<file path="src/hdl/jfsc_pkg.sv">
// ----------------------------------------------------------------------------
// jfsc_pkg
// Shared types, codes and the CRC-32 byte step for the journal frame checker.
// ----------------------------------------------------------------------------
package jfsc_pkg;

	localparam int OFFSET_BITS_DEF = 32;
	localparam int HEADER_BYTES    = 32;
	localparam int POS_BITS        = 25;
	localparam int ADDR_BITS       = 4;

	localparam logic [31:0] CRC_POLY   = 32'hEDB8_8320;
	// magic bytes at header offsets 0..3, byte 0 in the low lane
	localparam logic [31:0] FRAME_MAGIC = 32'h524A_5748;

	localparam logic [1:0] KIND_DATA    = 2'd0;
	localparam logic [1:0] KIND_END     = 2'd1;
	localparam logic [1:0] KIND_RESTART = 2'd2;

	localparam logic [3:0] ST_OK        = 4'd0;
	localparam logic [3:0] ST_CLEAN_END = 4'd1;
	localparam logic [3:0] ST_MAGIC     = 4'd2;
	localparam logic [3:0] ST_VERSION   = 4'd3;
	localparam logic [3:0] ST_FIELDS    = 4'd4;
	localparam logic [3:0] ST_TOO_LARGE = 4'd5;
	localparam logic [3:0] ST_TRUNC_HDR = 4'd6;
	localparam logic [3:0] ST_TRUNC_PAY = 4'd7;
	localparam logic [3:0] ST_CRC       = 4'd8;
	localparam logic [3:0] ST_SEQ_GAP   = 4'd9;

	localparam logic [1:0] REG_SCHEMA_VERSION = 2'd0;
	localparam logic [1:0] REG_MAX_PAYLOAD    = 2'd1;
	localparam logic [1:0] REG_TYPE_FIRST     = 2'd2;
	localparam logic [1:0] REG_TYPE_LAST      = 2'd3;

	localparam logic [7:0]  SCHEMA_VERSION_RST = 8'd1;
	localparam logic [23:0] MAX_PAYLOAD_RST    = 24'd65536;
	localparam logic [15:0] TYPE_FIRST_RST     = 16'd1;
	localparam logic [15:0] TYPE_LAST_RST      = 16'd8;

	// fault flag bits
	localparam int FLT_MAGIC   = 0;
	localparam int FLT_VERSION = 1;
	localparam int FLT_FIELDS  = 2;

	typedef struct packed {
		logic [7:0]  schema_version;
		logic [23:0] max_payload;
		logic [15:0] type_first;
		logic [15:0] type_last;
	} cfg_t;

	typedef struct packed {
		logic [3:0]  status;
		logic [15:0] record_type;
		logic [63:0] record_sequence;
		logic [31:0] payload_start;
		logic [23:0] payload_length;
		logic [31:0] error_offset;
	} result_t;

	// reflected CRC-32, one byte
	function automatic logic [31:0] crc32_byte(logic [31:0] crc, logic [7:0] b);
		logic [31:0] c;
		c = crc ^ {24'd0, b};
		for (int i = 0; i < 8; i++) begin
			c = c[0] ? ((c >> 1) ^ CRC_POLY) : (c >> 1);
		end
		return c;
	endfunction

endpackage

</file>
<file path="src/hdl/journal_frame_stream_checker_unit.sv">
// ----------------------------------------------------------------------------
// journal_frame_stream_checker_unit
// Byte-serial validator for CRC-32 framed journal records.
// ----------------------------------------------------------------------------
//  channel | direction | handshake            | payload
//  in      | sink      | in_valid / in_ready   | kind, data_byte
//  out     | source    | out_valid / out_ready | status, record_type, record_sequence,
//          |           |                       | payload_start, payload_length, error_offset
//  cfg     | APB slave | psel/penable/pready   | paddr, pwdata, prdata
//
// One byte per cycle while the result register is not stalled. A byte is
// registered in the input stage on accept; when it advances it updates the
// frame state and loads its verdict (if any) into the result register at the
// same edge.
// The CRC byte step and the 64-bit sequence compare set the cycle path.
// Reset returns all frame state at once; no clearing pass.
// A stalled result register holds the input stage, and in_ready drops then.
module journal_frame_stream_checker_unit #(
	parameter int OFFSET_BITS = jfsc_pkg::OFFSET_BITS_DEF
) (
	input  logic                           clk,
	input  logic                           arst_n,
	input  logic                           in_valid,
	output logic                           in_ready,
	input  logic [1:0]                     kind,
	input  logic [7:0]                     data_byte,
	output logic                           out_valid,
	input  logic                           out_ready,
	output logic [3:0]                     status,
	output logic [15:0]                    record_type,
	output logic [63:0]                    record_sequence,
	output logic [31:0]                    payload_start,
	output logic [23:0]                    payload_length,
	output logic [31:0]                    error_offset,
	input  logic                           psel,
	input  logic                           penable,
	input  logic                           pwrite,
	input  logic [jfsc_pkg::ADDR_BITS-1:0] paddr,
	input  logic [31:0]                    pwdata,
	output logic [31:0]                    prdata,
	output logic                           pready
);

	localparam int PB = jfsc_pkg::POS_BITS;

	jfsc_pkg::cfg_t cfg;

	jfsc_regs u_regs (
		.clk     (clk),
		.arst_n  (arst_n),
		.psel    (psel),
		.penable (penable),
		.pwrite  (pwrite),
		.paddr   (paddr),
		.pwdata  (pwdata),
		.prdata  (prdata),
		.pready  (pready),
		.cfg     (cfg)
	);

	// input stage
	logic       valid_s1;
	logic [1:0] kind_s1;
	logic [7:0] byte_s1;
	logic       adv;

	// result register
	logic              out_valid_q;
	jfsc_pkg::result_t out_q;

	// frame state
	logic [OFFSET_BITS-1:0] stream_offset_q, stream_offset_n;
	logic [OFFSET_BITS-1:0] frame_start_q, frame_start_n;
	logic [PB-1:0]          frame_pos_q, frame_pos_n;
	logic [31:0]            crc_q, crc_n;
	logic [31:0]            stored_crc_q, stored_crc_n;
	logic [15:0]            hdr_type_q, hdr_type_n;
	logic [31:0]            hdr_len_q, hdr_len_n;
	logic [63:0]            hdr_seq_q, hdr_seq_n;
	logic [63:0]            exp_seq_q, exp_seq_n;
	logic [2:0]             fault_q, fault_n;
	logic                   halted_q, halted_n;

	logic              res_valid;
	jfsc_pkg::result_t res;

	function automatic logic [31:0] to_out32(logic [OFFSET_BITS-1:0] v);
		logic [OFFSET_BITS+31:0] e;
		e = {32'd0, v};
		return e[31:0];
	endfunction

	function automatic logic [7:0] FRAME_MAGIC_BYTE(logic [1:0] i);
		return jfsc_pkg::FRAME_MAGIC[8*i +: 8];
	endfunction

	assign adv      = valid_s1 && (!out_valid_q || out_ready);
	assign in_ready = !valid_s1 || adv;

	always_ff @(posedge clk or negedge arst_n) begin
		if (!arst_n) begin
			valid_s1 <= 1'b0;
		end else if (in_ready) begin
			valid_s1 <= in_valid;
		end
	end

	always_ff @(posedge clk) begin
		if (in_valid && in_ready) begin
			kind_s1 <= kind;
			byte_s1 <= data_byte;
		end
	end

	always_comb begin
		logic [4:0]  p;
		logic        in_hdr;
		logic [7:0]  b;
		logic [PB:0] pos_inc;
		logic [32:0] frame_end;
		logic        finish;

		stream_offset_n = stream_offset_q;
		frame_start_n   = frame_start_q;
		frame_pos_n     = frame_pos_q;
		crc_n           = crc_q;
		stored_crc_n    = stored_crc_q;
		hdr_type_n      = hdr_type_q;
		hdr_len_n       = hdr_len_q;
		hdr_seq_n       = hdr_seq_q;
		exp_seq_n       = exp_seq_q;
		fault_n         = fault_q;
		halted_n        = halted_q;
		res_valid       = 1'b0;
		res             = '0;
		finish          = 1'b0;

		p         = frame_pos_q[4:0];
		in_hdr    = (frame_pos_q[PB-1:5] == '0);
		b         = byte_s1;
		pos_inc   = {1'b0, frame_pos_q} + {{PB{1'b0}}, 1'b1};
		frame_end = 33'(jfsc_pkg::HEADER_BYTES) + {1'b0, hdr_len_q};

		case (kind_s1)
			jfsc_pkg::KIND_RESTART: begin
				stream_offset_n = '0;
				frame_start_n   = '0;
				frame_pos_n     = '0;
				crc_n           = '1;
				stored_crc_n    = '0;
				hdr_type_n      = '0;
				hdr_len_n       = '0;
				hdr_seq_n       = '0;
				exp_seq_n       = 64'd1;
				fault_n         = '0;
				halted_n        = 1'b0;
			end
			jfsc_pkg::KIND_END: begin
				if (!halted_q) begin
					res_valid = 1'b1;
					if (frame_pos_q == '0) begin
						res.status = jfsc_pkg::ST_CLEAN_END;
					end else begin
						res.status       = in_hdr ? jfsc_pkg::ST_TRUNC_HDR
						                          : jfsc_pkg::ST_TRUNC_PAY;
						res.error_offset = to_out32(stream_offset_q);
						halted_n         = 1'b1;
					end
				end
			end
			jfsc_pkg::KIND_DATA: begin
				if (!halted_q) begin
					if (in_hdr) begin
						case (p) inside
							[5'd0:5'd3]: begin
								if (b != FRAME_MAGIC_BYTE(p[1:0]))
									fault_n[jfsc_pkg::FLT_MAGIC] = 1'b1;
							end
							5'd4: begin
								if (b != cfg.schema_version)
									fault_n[jfsc_pkg::FLT_VERSION] = 1'b1;
							end
							5'd5: begin
								if (b != 8'd0) fault_n[jfsc_pkg::FLT_VERSION] = 1'b1;
							end
							5'd6:          hdr_type_n[7:0]  = b;
							5'd7:          hdr_type_n[15:8] = b;
							[5'd12:5'd15]: hdr_len_n[8*p[1:0] +: 8]    = b;
							[5'd16:5'd23]: hdr_seq_n[8*p[2:0] +: 8]    = b;
							[5'd24:5'd27]: stored_crc_n[8*p[1:0] +: 8] = b;
							default: begin
								// flags word and reserved word must be zero
								if (b != 8'd0) fault_n[jfsc_pkg::FLT_FIELDS] = 1'b1;
							end
						endcase
						// CRC field counts as zero bytes
						crc_n = jfsc_pkg::crc32_byte(crc_q,
							(p[4:3] == 2'b11 && !p[2]) ? 8'd0 : b);
					end else begin
						crc_n = jfsc_pkg::crc32_byte(crc_q, b);
					end
					stream_offset_n = stream_offset_q + OFFSET_BITS'(1);
					frame_pos_n     = pos_inc[PB-1:0];

					if (pos_inc == (PB+1)'(jfsc_pkg::HEADER_BYTES)) begin
						if (fault_n[jfsc_pkg::FLT_MAGIC]) begin
							res_valid        = 1'b1;
							res.status       = jfsc_pkg::ST_MAGIC;
							res.error_offset = to_out32(frame_start_q);
							halted_n         = 1'b1;
						end else if (fault_n[jfsc_pkg::FLT_VERSION]) begin
							res_valid        = 1'b1;
							res.status       = jfsc_pkg::ST_VERSION;
							res.error_offset = to_out32(frame_start_q + OFFSET_BITS'(4));
							halted_n         = 1'b1;
						end else if (fault_n[jfsc_pkg::FLT_FIELDS] ||
						             hdr_type_n < cfg.type_first ||
						             hdr_type_n > cfg.type_last ||
						             hdr_seq_n == 64'd0) begin
							res_valid        = 1'b1;
							res.status       = jfsc_pkg::ST_FIELDS;
							res.error_offset = to_out32(frame_start_q + OFFSET_BITS'(6));
							halted_n         = 1'b1;
						end else if (hdr_len_n > {8'd0, cfg.max_payload}) begin
							res_valid        = 1'b1;
							res.status       = jfsc_pkg::ST_TOO_LARGE;
							res.error_offset = to_out32(frame_start_q + OFFSET_BITS'(12));
							halted_n         = 1'b1;
						end else if (hdr_len_n == 32'd0) begin
							finish = 1'b1;
						end
					end else if (!in_hdr && {{(32-PB){1'b0}}, pos_inc} == frame_end) begin
						finish = 1'b1;
					end

					if (finish) begin
						res_valid = 1'b1;
						if ((crc_n ^ 32'hFFFF_FFFF) != stored_crc_n) begin
							res.status       = jfsc_pkg::ST_CRC;
							res.error_offset = to_out32(frame_start_q + OFFSET_BITS'(24));
							halted_n         = 1'b1;
						end else if (exp_seq_q == 64'd0 || hdr_seq_n != exp_seq_q) begin
							res.status       = jfsc_pkg::ST_SEQ_GAP;
							res.error_offset = to_out32(frame_start_q + OFFSET_BITS'(16));
							halted_n         = 1'b1;
						end else begin
							// all-ones sequence wraps to zero: every later frame fails
							exp_seq_n           = hdr_seq_n + 64'd1;
							res.status          = jfsc_pkg::ST_OK;
							res.record_type     = hdr_type_n;
							res.record_sequence = hdr_seq_n;
							res.payload_start   = to_out32(frame_start_q +
								OFFSET_BITS'(jfsc_pkg::HEADER_BYTES));
							res.payload_length  = hdr_len_n[23:0];
							// open the next frame
							frame_start_n = stream_offset_n;
							frame_pos_n   = '0;
							crc_n         = '1;
							stored_crc_n  = '0;
							hdr_type_n    = '0;
							hdr_len_n     = '0;
							hdr_seq_n     = '0;
							fault_n       = '0;
						end
					end
				end
			end
			default: ;
		endcase
	end

	always_ff @(posedge clk or negedge arst_n) begin
		if (!arst_n) begin
			stream_offset_q <= '0;
			frame_start_q   <= '0;
			frame_pos_q     <= '0;
			crc_q           <= '1;
			stored_crc_q    <= '0;
			hdr_type_q      <= '0;
			hdr_len_q       <= '0;
			hdr_seq_q       <= '0;
			exp_seq_q       <= 64'd1;
			fault_q         <= '0;
			halted_q        <= 1'b0;
		end else if (adv) begin
			stream_offset_q <= stream_offset_n;
			frame_start_q   <= frame_start_n;
			frame_pos_q     <= frame_pos_n;
			crc_q           <= crc_n;
			stored_crc_q    <= stored_crc_n;
			hdr_type_q      <= hdr_type_n;
			hdr_len_q       <= hdr_len_n;
			hdr_seq_q       <= hdr_seq_n;
			exp_seq_q       <= exp_seq_n;
			fault_q         <= fault_n;
			halted_q        <= halted_n;
		end
	end

	always_ff @(posedge clk or negedge arst_n) begin
		if (!arst_n) begin
			out_valid_q <= 1'b0;
		end else if (adv) begin
			out_valid_q <= res_valid;
		end else if (out_ready) begin
			out_valid_q <= 1'b0;
		end
	end

	always_ff @(posedge clk) begin
		if (adv && res_valid) begin
			out_q <= res;
		end
	end

	assign out_valid       = out_valid_q;
	assign status          = out_q.status;
	assign record_type     = out_q.record_type;
	assign record_sequence = out_q.record_sequence;
	assign payload_start   = out_q.payload_start;
	assign payload_length  = out_q.payload_length;
	assign error_offset    = out_q.error_offset;

endmodule

</file>
<file path="src/hdl/jfsc_regs.sv">
// ----------------------------------------------------------------------------
// jfsc_regs
// APB register file: version, payload limit and record type window.
// ----------------------------------------------------------------------------
module jfsc_regs (
	input  logic                           clk,
	input  logic                           arst_n,
	input  logic                           psel,
	input  logic                           penable,
	input  logic                           pwrite,
	input  logic [jfsc_pkg::ADDR_BITS-1:0] paddr,
	input  logic [31:0]                    pwdata,
	output logic [31:0]                    prdata,
	output logic                           pready,
	output jfsc_pkg::cfg_t                 cfg
);

	jfsc_pkg::cfg_t cfg_q;
	logic [1:0]     idx;
	logic           wr_en;

	assign pready = 1'b1;
	assign idx    = paddr[3:2];
	assign wr_en  = psel && penable && pwrite && pready;
	assign cfg    = cfg_q;

	always_ff @(posedge clk or negedge arst_n) begin
		if (!arst_n) begin
			cfg_q.schema_version <= jfsc_pkg::SCHEMA_VERSION_RST;
			cfg_q.max_payload    <= jfsc_pkg::MAX_PAYLOAD_RST;
			cfg_q.type_first     <= jfsc_pkg::TYPE_FIRST_RST;
			cfg_q.type_last      <= jfsc_pkg::TYPE_LAST_RST;
		end else if (wr_en) begin
			case (idx)
				jfsc_pkg::REG_SCHEMA_VERSION: cfg_q.schema_version <= pwdata[7:0];
				jfsc_pkg::REG_MAX_PAYLOAD:    cfg_q.max_payload    <= pwdata[23:0];
				jfsc_pkg::REG_TYPE_FIRST:     cfg_q.type_first     <= pwdata[15:0];
				jfsc_pkg::REG_TYPE_LAST:      cfg_q.type_last      <= pwdata[15:0];
				default: ;
			endcase
		end
	end

	always_comb begin
		case (idx)
			jfsc_pkg::REG_SCHEMA_VERSION: prdata = {24'd0, cfg_q.schema_version};
			jfsc_pkg::REG_MAX_PAYLOAD:    prdata = {8'd0, cfg_q.max_payload};
			jfsc_pkg::REG_TYPE_FIRST:     prdata = {16'd0, cfg_q.type_first};
			jfsc_pkg::REG_TYPE_LAST:      prdata = {16'd0, cfg_q.type_last};
			default:                      prdata = 32'd0;
		endcase
	end

endmodule

</file>
<file path="config.mk">
export PLATFORM = sky130hd
export DESIGN_NAME = journal_frame_stream_checker_unit
export DESIGN_NICKNAME = d
export VERILOG_FILES = /design/src/hdl/jfsc_pkg.sv /design/src/hdl/journal_frame_stream_checker_unit.sv /design/src/hdl/jfsc_regs.sv
export SDC_FILE = /design/constraint.sdc
export NUM_CORES = 2
export LEC_CHECK = 0
export BUFFER_PORTS_ARGS = -buffer_cell sky130_fd_sc_hd__buf_4
export CELL_PAD_IN_SITES_DETAIL_PLACEMENT = 0
export CELL_PAD_IN_SITES_GLOBAL_PLACEMENT = 1
export CORE_UTILIZATION = 40
export CTS_CLUSTER_DIAMETER = 80
export DETAILED_ROUTE_END_ITERATION = 7
export PLACE_DENSITY = 0.77
export SETUP_SLACK_MARGIN = 0.15
export SLEW_MARGIN = 20
export SYNTH_ARGS = -nofsm -noshare
export SYNTH_HDL_FRONTEND = slang
export SYNTH_SLANG_ARGS = --single-unit
</file>
<file path="constraint.sdc">
create_clock -name clk -period 15.5 [get_ports clk]
set_input_delay 3.1 -clock clk [delete_from_list [all_inputs] [get_ports clk]]
set_output_delay 3.1 -clock clk [all_outputs]
set_load 0.02 [all_outputs]
</file>
---- After elaboration in Yosys (flattened, before gate mapping) ----
Index checks and enable logic that the tools add are counted.
Widths: inputs -> output; s select.
cells by class
  add/subtract/negate cells ............... 12
  order comparisons ....................... 11
  equal/unequal tests ..................... 20
  shift-type cells ........................ 5
  mux-type cells .......................... 184
  bitwise logic cells ..................... 21
  reduce and logical (&&, ||, !) cells .... 40
operators with widths
  operator                 count
  $mux 32                  65
  $mux 64                  18
  $pmux 32 s2              6
  $mux 172                 2
  $mux 136                 2
  $pmux 64 s2              2
  $not 13->14              16
  $logic_not 64->1         2
  $pmux 32 s4              1
  $mux 16                  7
  $mux 25                  4
  $mux 8                   10
  $add 32x3->32 const B    2
  $add 32x5->32 const B    2
  $add 64x1->64 const B    1
  $bwmux 32                2
  $bwmux 64                1
  $ne 64x64->1             1
  $shift 8x34->64 const A  1
  $shiftx 8x34->64         1
  $xor 32x8->32            2
  $pmux 25 s2              1
  $mux 1                   42
  $mux 3                   14
  other kinds (49)         88
word-level totals
  register bits ........................... 581

---- Logic depth before layout (Yosys ltp) ----
  depth in word-level cells ............... 29
  gate-level depth with buffers ........... 28
  gate-level depth less buffers ........... 23

---- Cells and area by module ----
Synthesis repeated with hierarchy kept, for this count alone.
unflattened totals
  cell total of the unflattened synthesis .. 4331
  area total of the unflattened synthesis .. 39496.6 um2
modules (own cells, without submodules)
  module                             times used  cells an instance  area each (um2)  seq. area each (um2)
  journal_frame_stream_checker_unit  1           4141               36413.7          13889.6
  jfsc_regs                          1           190                3083.0           1606.5

---- Worst setup path before layout ----
No wires, ideal clock.
  path kind ............................... register to register
  start ................................... register frame_pos_q[18]
  end ..................................... register out_q (netlist bit error_offset[0]), enable pin
  arrival time ............................ 13.092 ns
  required time ........................... 14.793 ns
  slack ................................... 1.701 ns
  cell stages (with the launch flop) ...... 25
  buffers on the path ..................... 4
  path through ............................ dfrtp_1 > clkbuf_1 > or4_1 > nor2_4 > nand2_1 > clkbuf_1 > nor3_1 > nand2_1 > nor3_1 > mux2i_1 > inv_1 > ha_1 > nand4_1 > or3_1 > or3_1 > a31oi_1 > or4_1 > o211ai_1 > a21o_1 > buf_2 > o31a_1 > buf_2 > inv_1 > o21ai_0 > nor2_1
on the way
  longest elaborated chain between the ends .. 18
  elaborated cells between the ends (all ways) .. 44
  classes of those cells .................. add/sub (1); order compare (3); eq/ne (2); mux (29); reduce/logical (9)
RTL lines
  item                                                   RTL line                                  source
  start, declared                                        journal_frame_stream_checker_unit.sv:74   logic [PB-1:0] frame_pos_q, frame_pos_n;
  start signal, assigned                                 journal_frame_stream_checker_unit.sv:288  frame_pos_q <= frame_pos_n;
  branches (longest 14 deep; another with $gt 32x24->1)  n/a
  $mux 1 *                                               journal_frame_stream_checker_unit.sv:236  if (finish) begin
  $mux 1 *                                               journal_frame_stream_checker_unit.sv:172  if (!halted_q) begin
  $pmux 1 s2 *                                           journal_frame_stream_checker_unit.sv:144  case (kind_s1)
  $logic_and 1x1->1 *                                    journal_frame_stream_checker_unit.sv:311  if (adv && res_valid) begin
  end signal, assigned                                   journal_frame_stream_checker_unit.sv:312  out_q <= res;
  end, declared                                          journal_frame_stream_checker_unit.sv:69   jfsc_pkg::result_t out_q;
Every way passes the cells marked *. The select of a mux whose other input is x is not followed.
A chain may end at the register's enable or synchronous reset.

---- Final worst setup path ----
  start ................................... register frame_pos_q[8]
  end ..................................... register out_q (netlist bit error_offset[23]), enable pin
Same word-level chain as after synthesis.

==> results.cfg <==
[outcome]
status = finished, final reports clean

[synth]
async_flop_share_pct = 68.67
synth-xor-area-share_pct = 9.988
synthMuxAreaShare_pct = 5.054
synth_flop_cell = dfrtp_1
synth-seq-area-share_pct = 39.22
synth_top_family_by_area = simple AND/OR/NAND/NOR gates
synth-simple-area-share_pct = 21.15
synth_seq_cells = 581
yosys_warnings = 0
yosys.cell_types.count = 105
synthCells = 4442
synth-compound-area-share_pct = 17.28
syn_area_sq_um = 39510
synth_fa_ha_area_share_pct = 2.502
avgSynthCellArea_sq_um = 8.895
synth-edff-count = 182

[global_routing]
grt_overflow = 0
grt_pass1_vias = 33930
antenna_found_initial = 2
grt_start_max_net_pins = 145
grt_pass1_wl_um = 229100
grt.total_usage_pct = 30.55

[drt]
dr.pass1.iters = 6
drcViolationCount = 0
vias = 35890
antenna_left = 0
drt_wl_total_um = 155300
vias_per_cell = 6.114
routedWlPerCell_um = 26.46
drtIter0Drc = 3989

[job]
maxCapViolations = 0

[sta]
fin_crit_sh_pct = 64.26
setup_ws_ns = 5.540
slew_violations = 0
hold_viol = 0
final.setup.tns_ns = 0
worst_slew_pin_slew_ns = 1.120
fin_crit_ns = 9.960
relSlewSlack_pct = 24.99
fmax_ghz = 0.1004
finalClockSkew_ns = 0.04208
rsz0062_at_grt = false
finalSetupViolations = 0

[power]
p_leak_nw = 18.05
p_per_area_nw_per_um2 = 129.6
vdd_drop_max_mv = 0.1109

[placement]
io_buffers = 240
gp_congestion = 0.9790
dp_slack_ns = 5.252
hpwl_um = 111600

[layout]
fin_nets = 4670
antennaDiodeCount = 0
areaGrowthSynthToFinish_pct = 13.93
drive_gt1_share_pct = 13.58
final_common_cell = nand2_1
layout_common_cells = 572 x nand2_1, 383 x nor2_1, 362 x dfrtp_1, 341 x o21ai_0, 331 x buf_4
fillerInstances = 9465

[critical_path]
worst_setup_path_end_kind = flip-flop
worstSetupPathType = flip-flop to flip-flop
crit_path_start_kind = flip-flop
cp.arrival_ns = 10.23
r2r_cells = 23
crit_required_ns = 15.77
path_max_fanout = 75

[clock_tree]
cts_resized = 0
htree_levels = 3
cts_hold_buf = 0
cts_tree = built
clk_path_buf_depth = 3
cts_root_buffer = clkbuf_16
clkSinkCount = 581
clk_pin_slew_worst_paths_ns = 0.06
clk_latency_ns = 0.68
cts_setup_buffers = 0
cts_buffers = 72

[floorplanning]
die_w_um = 316.3
io_pins = 260
die-area_sq_um = 100000
die_y_um = 316.3
initial_core_util_pct = 40.62
fp.coreArea_sq_um = 97280
std_cell_rows = 114

[min_path]
whs_path_depth = 2
hp-class = flip-flop to flip-flop
cell usage after synthesis, types with 16 or more instances:
| cell type | instances | area, sq um |
|---|---|---|
| mux2_2 | 52 | 585.6 |
| xnor3_1 | 30 | 675.7 |
| or4_1 | 17 | 127.6 |
| nor2_1 | 385 | 1445 |
| a211oi_1 | 21 | 157.7 |
| and4_1 | 17 | 148.9 |
| buf_1 | 31 | 116.4 |
| nor2b_1 | 21 | 131.4 |
| o31ai_1 | 112 | 840.8 |
| o21a_1 | 20 | 150.1 |
| ha_1 | 79 | 988.5 |
| or3_1 | 34 | 212.7 |
| clkbuf_1 | 215 | 807.0 |
| a22o_1 | 55 | 481.7 |
| xnor2_1 | 223 | 1953 |
| a21o_1 | 31 | 232.7 |
| o211ai_1 | 40 | 300.3 |
| nor4_1 | 77 | 481.7 |
| nand2_1 | 573 | 2151 |
| and3_1 | 69 | 431.7 |
| edfxtp_1 | 182 | 5465 |
| dfstp_2 | 37 | 972.2 |
| a31oi_1 | 30 | 187.7 |
| nand4_1 | 87 | 544.3 |
| nor3_1 | 101 | 505.5 |
| o21ai_0 | 341 | 1707 |
| a21oi_1 | 159 | 795.8 |
| o22ai_1 | 28 | 175.2 |
| nand2b_1 | 46 | 287.8 |
| nand3_1 | 113 | 565.5 |
| o21ai_1 | 16 | 80.08 |
| and2_1 | 42 | 262.8 |
| buf_2 | 58 | 290.3 |
| xor2_1 | 135 | 1182 |
| dfrtp_1 | 362 | 9059 |
| mux2i_1 | 123 | 1231 |
| inv_1 | 153 | 574.3 |
worst max-delay path, cell delays in order (launching register included):
cell       delay [ns]
dfrtp_1          0.52
nor4_4           0.66
and3_1           0.25
buf_4            0.47
nand2_2          0.13
nor3_2           0.53
nand2_1          0.20
nor3_4           0.65
mux2i_1          0.37
inv_1            0.13
ha_1             0.32
nand4_1          0.13
or2_2            0.36
nor4_1           0.40
a2111oi_0        0.12
and3_1           0.22
o211ai_1         0.76
a21o_1           0.77
o31a_1           0.75
inv_1            0.30
o21ai_0          0.53
nor2_4           0.05
buf_4            0.32
buf_4            0.51
metal layers:
metal	part of all wire (%)	vias to the layer above	routed length, um	track usage, %
met4	3.9	2	6087	11.41
met2	44	1663	68980	46.73
met1	43	17710	67160	42.74
met5	0.0084	-	13	0
li1	-	16210	-	-
met3	8.4	305	13080	5.886
path summary, 6_finish.rpt:
kind / to / from / slack (ns)
max: error_offset[23]$_DFFE_PP_ / frame_pos_q[8]$_DFFE_PN0P_ / 5.54
min: hdr_type_q[9]$_DFFE_PN0P_ / hdr_type_q[9]$_DFFE_PN0P_ / 0.48
max reg2reg: error_offset[23]$_DFFE_PP_ / frame_pos_q[8]$_DFFE_PN0P_ / 5.54
min reg2reg: hdr_type_q[9]$_DFFE_PN0P_ / hdr_type_q[9]$_DFFE_PN0P_ / 0.48
max in group asynchronous: hdr_seq_q[53]$_DFFE_PN0P_ / arst_n / 10.93
min in group asynchronous: u_regs.cfg[27]$_DFFE_PN0P_ / arst_n / 2.42
report_power, final:
| group | total (mW) | switching [mW] | internal [mW] |
|---|---|---|---|
| registers | 1.82 | 0.102 | 1.72 |
| clock network | 1.82 | 0.723 | 1.09 |
| logic | 2.20 | 1.35 | 0.848 |
final cells by class:
class / count / area (sq um) / area share, %
clock inverters: 30 / 489.2 / 1.087
multi-input cells: 3397 / 22340 / 49.62
inverters: 153 / 574.3 / 1.276
clock buffers: 101 / 2002 / 4.447
well taps: 1276 / 1597 / 3.547
flip-flops and latches: 581 / 15500 / 34.42
repair buffers: 333 / 2520 / 5.598
cell families (layout without fill, tap and decap cells):
group	count (synthesis)	after routing
buffers and inverters	471	617
AOI/OAI and AO/OA	1039	1039
and+or+nand+nor	1693	1693
xor gates and xnor gates	394	394
other	2	9
DFF	581	581
muxes	183	183
adders and majority gates	79	79
sequential cells by signal (all words and copies together), names as in the netlist, 64 cells and up:
name,cells
exp_seq_q,64
hdr_seq_q,64
record_sequence,64
u_regs.cfg,64
through the flow:
stage	power, mW	util [%]	cells	area, sq um	hold WS, ns
floorplan	3.292	-	4449	39540	0.4376
global placement	3.982	43.68	5740	42490	0.4527
detailed placement	3.983	43.69	5740	42500	0.4591
CTS	5.812	46.25	5871	44990	0.4777
global route	6.055	46.28	5871	45020	0.4981
finish	5.834	46.28	5871	45020	0.4758
Power figures use the tool's default switching activity.
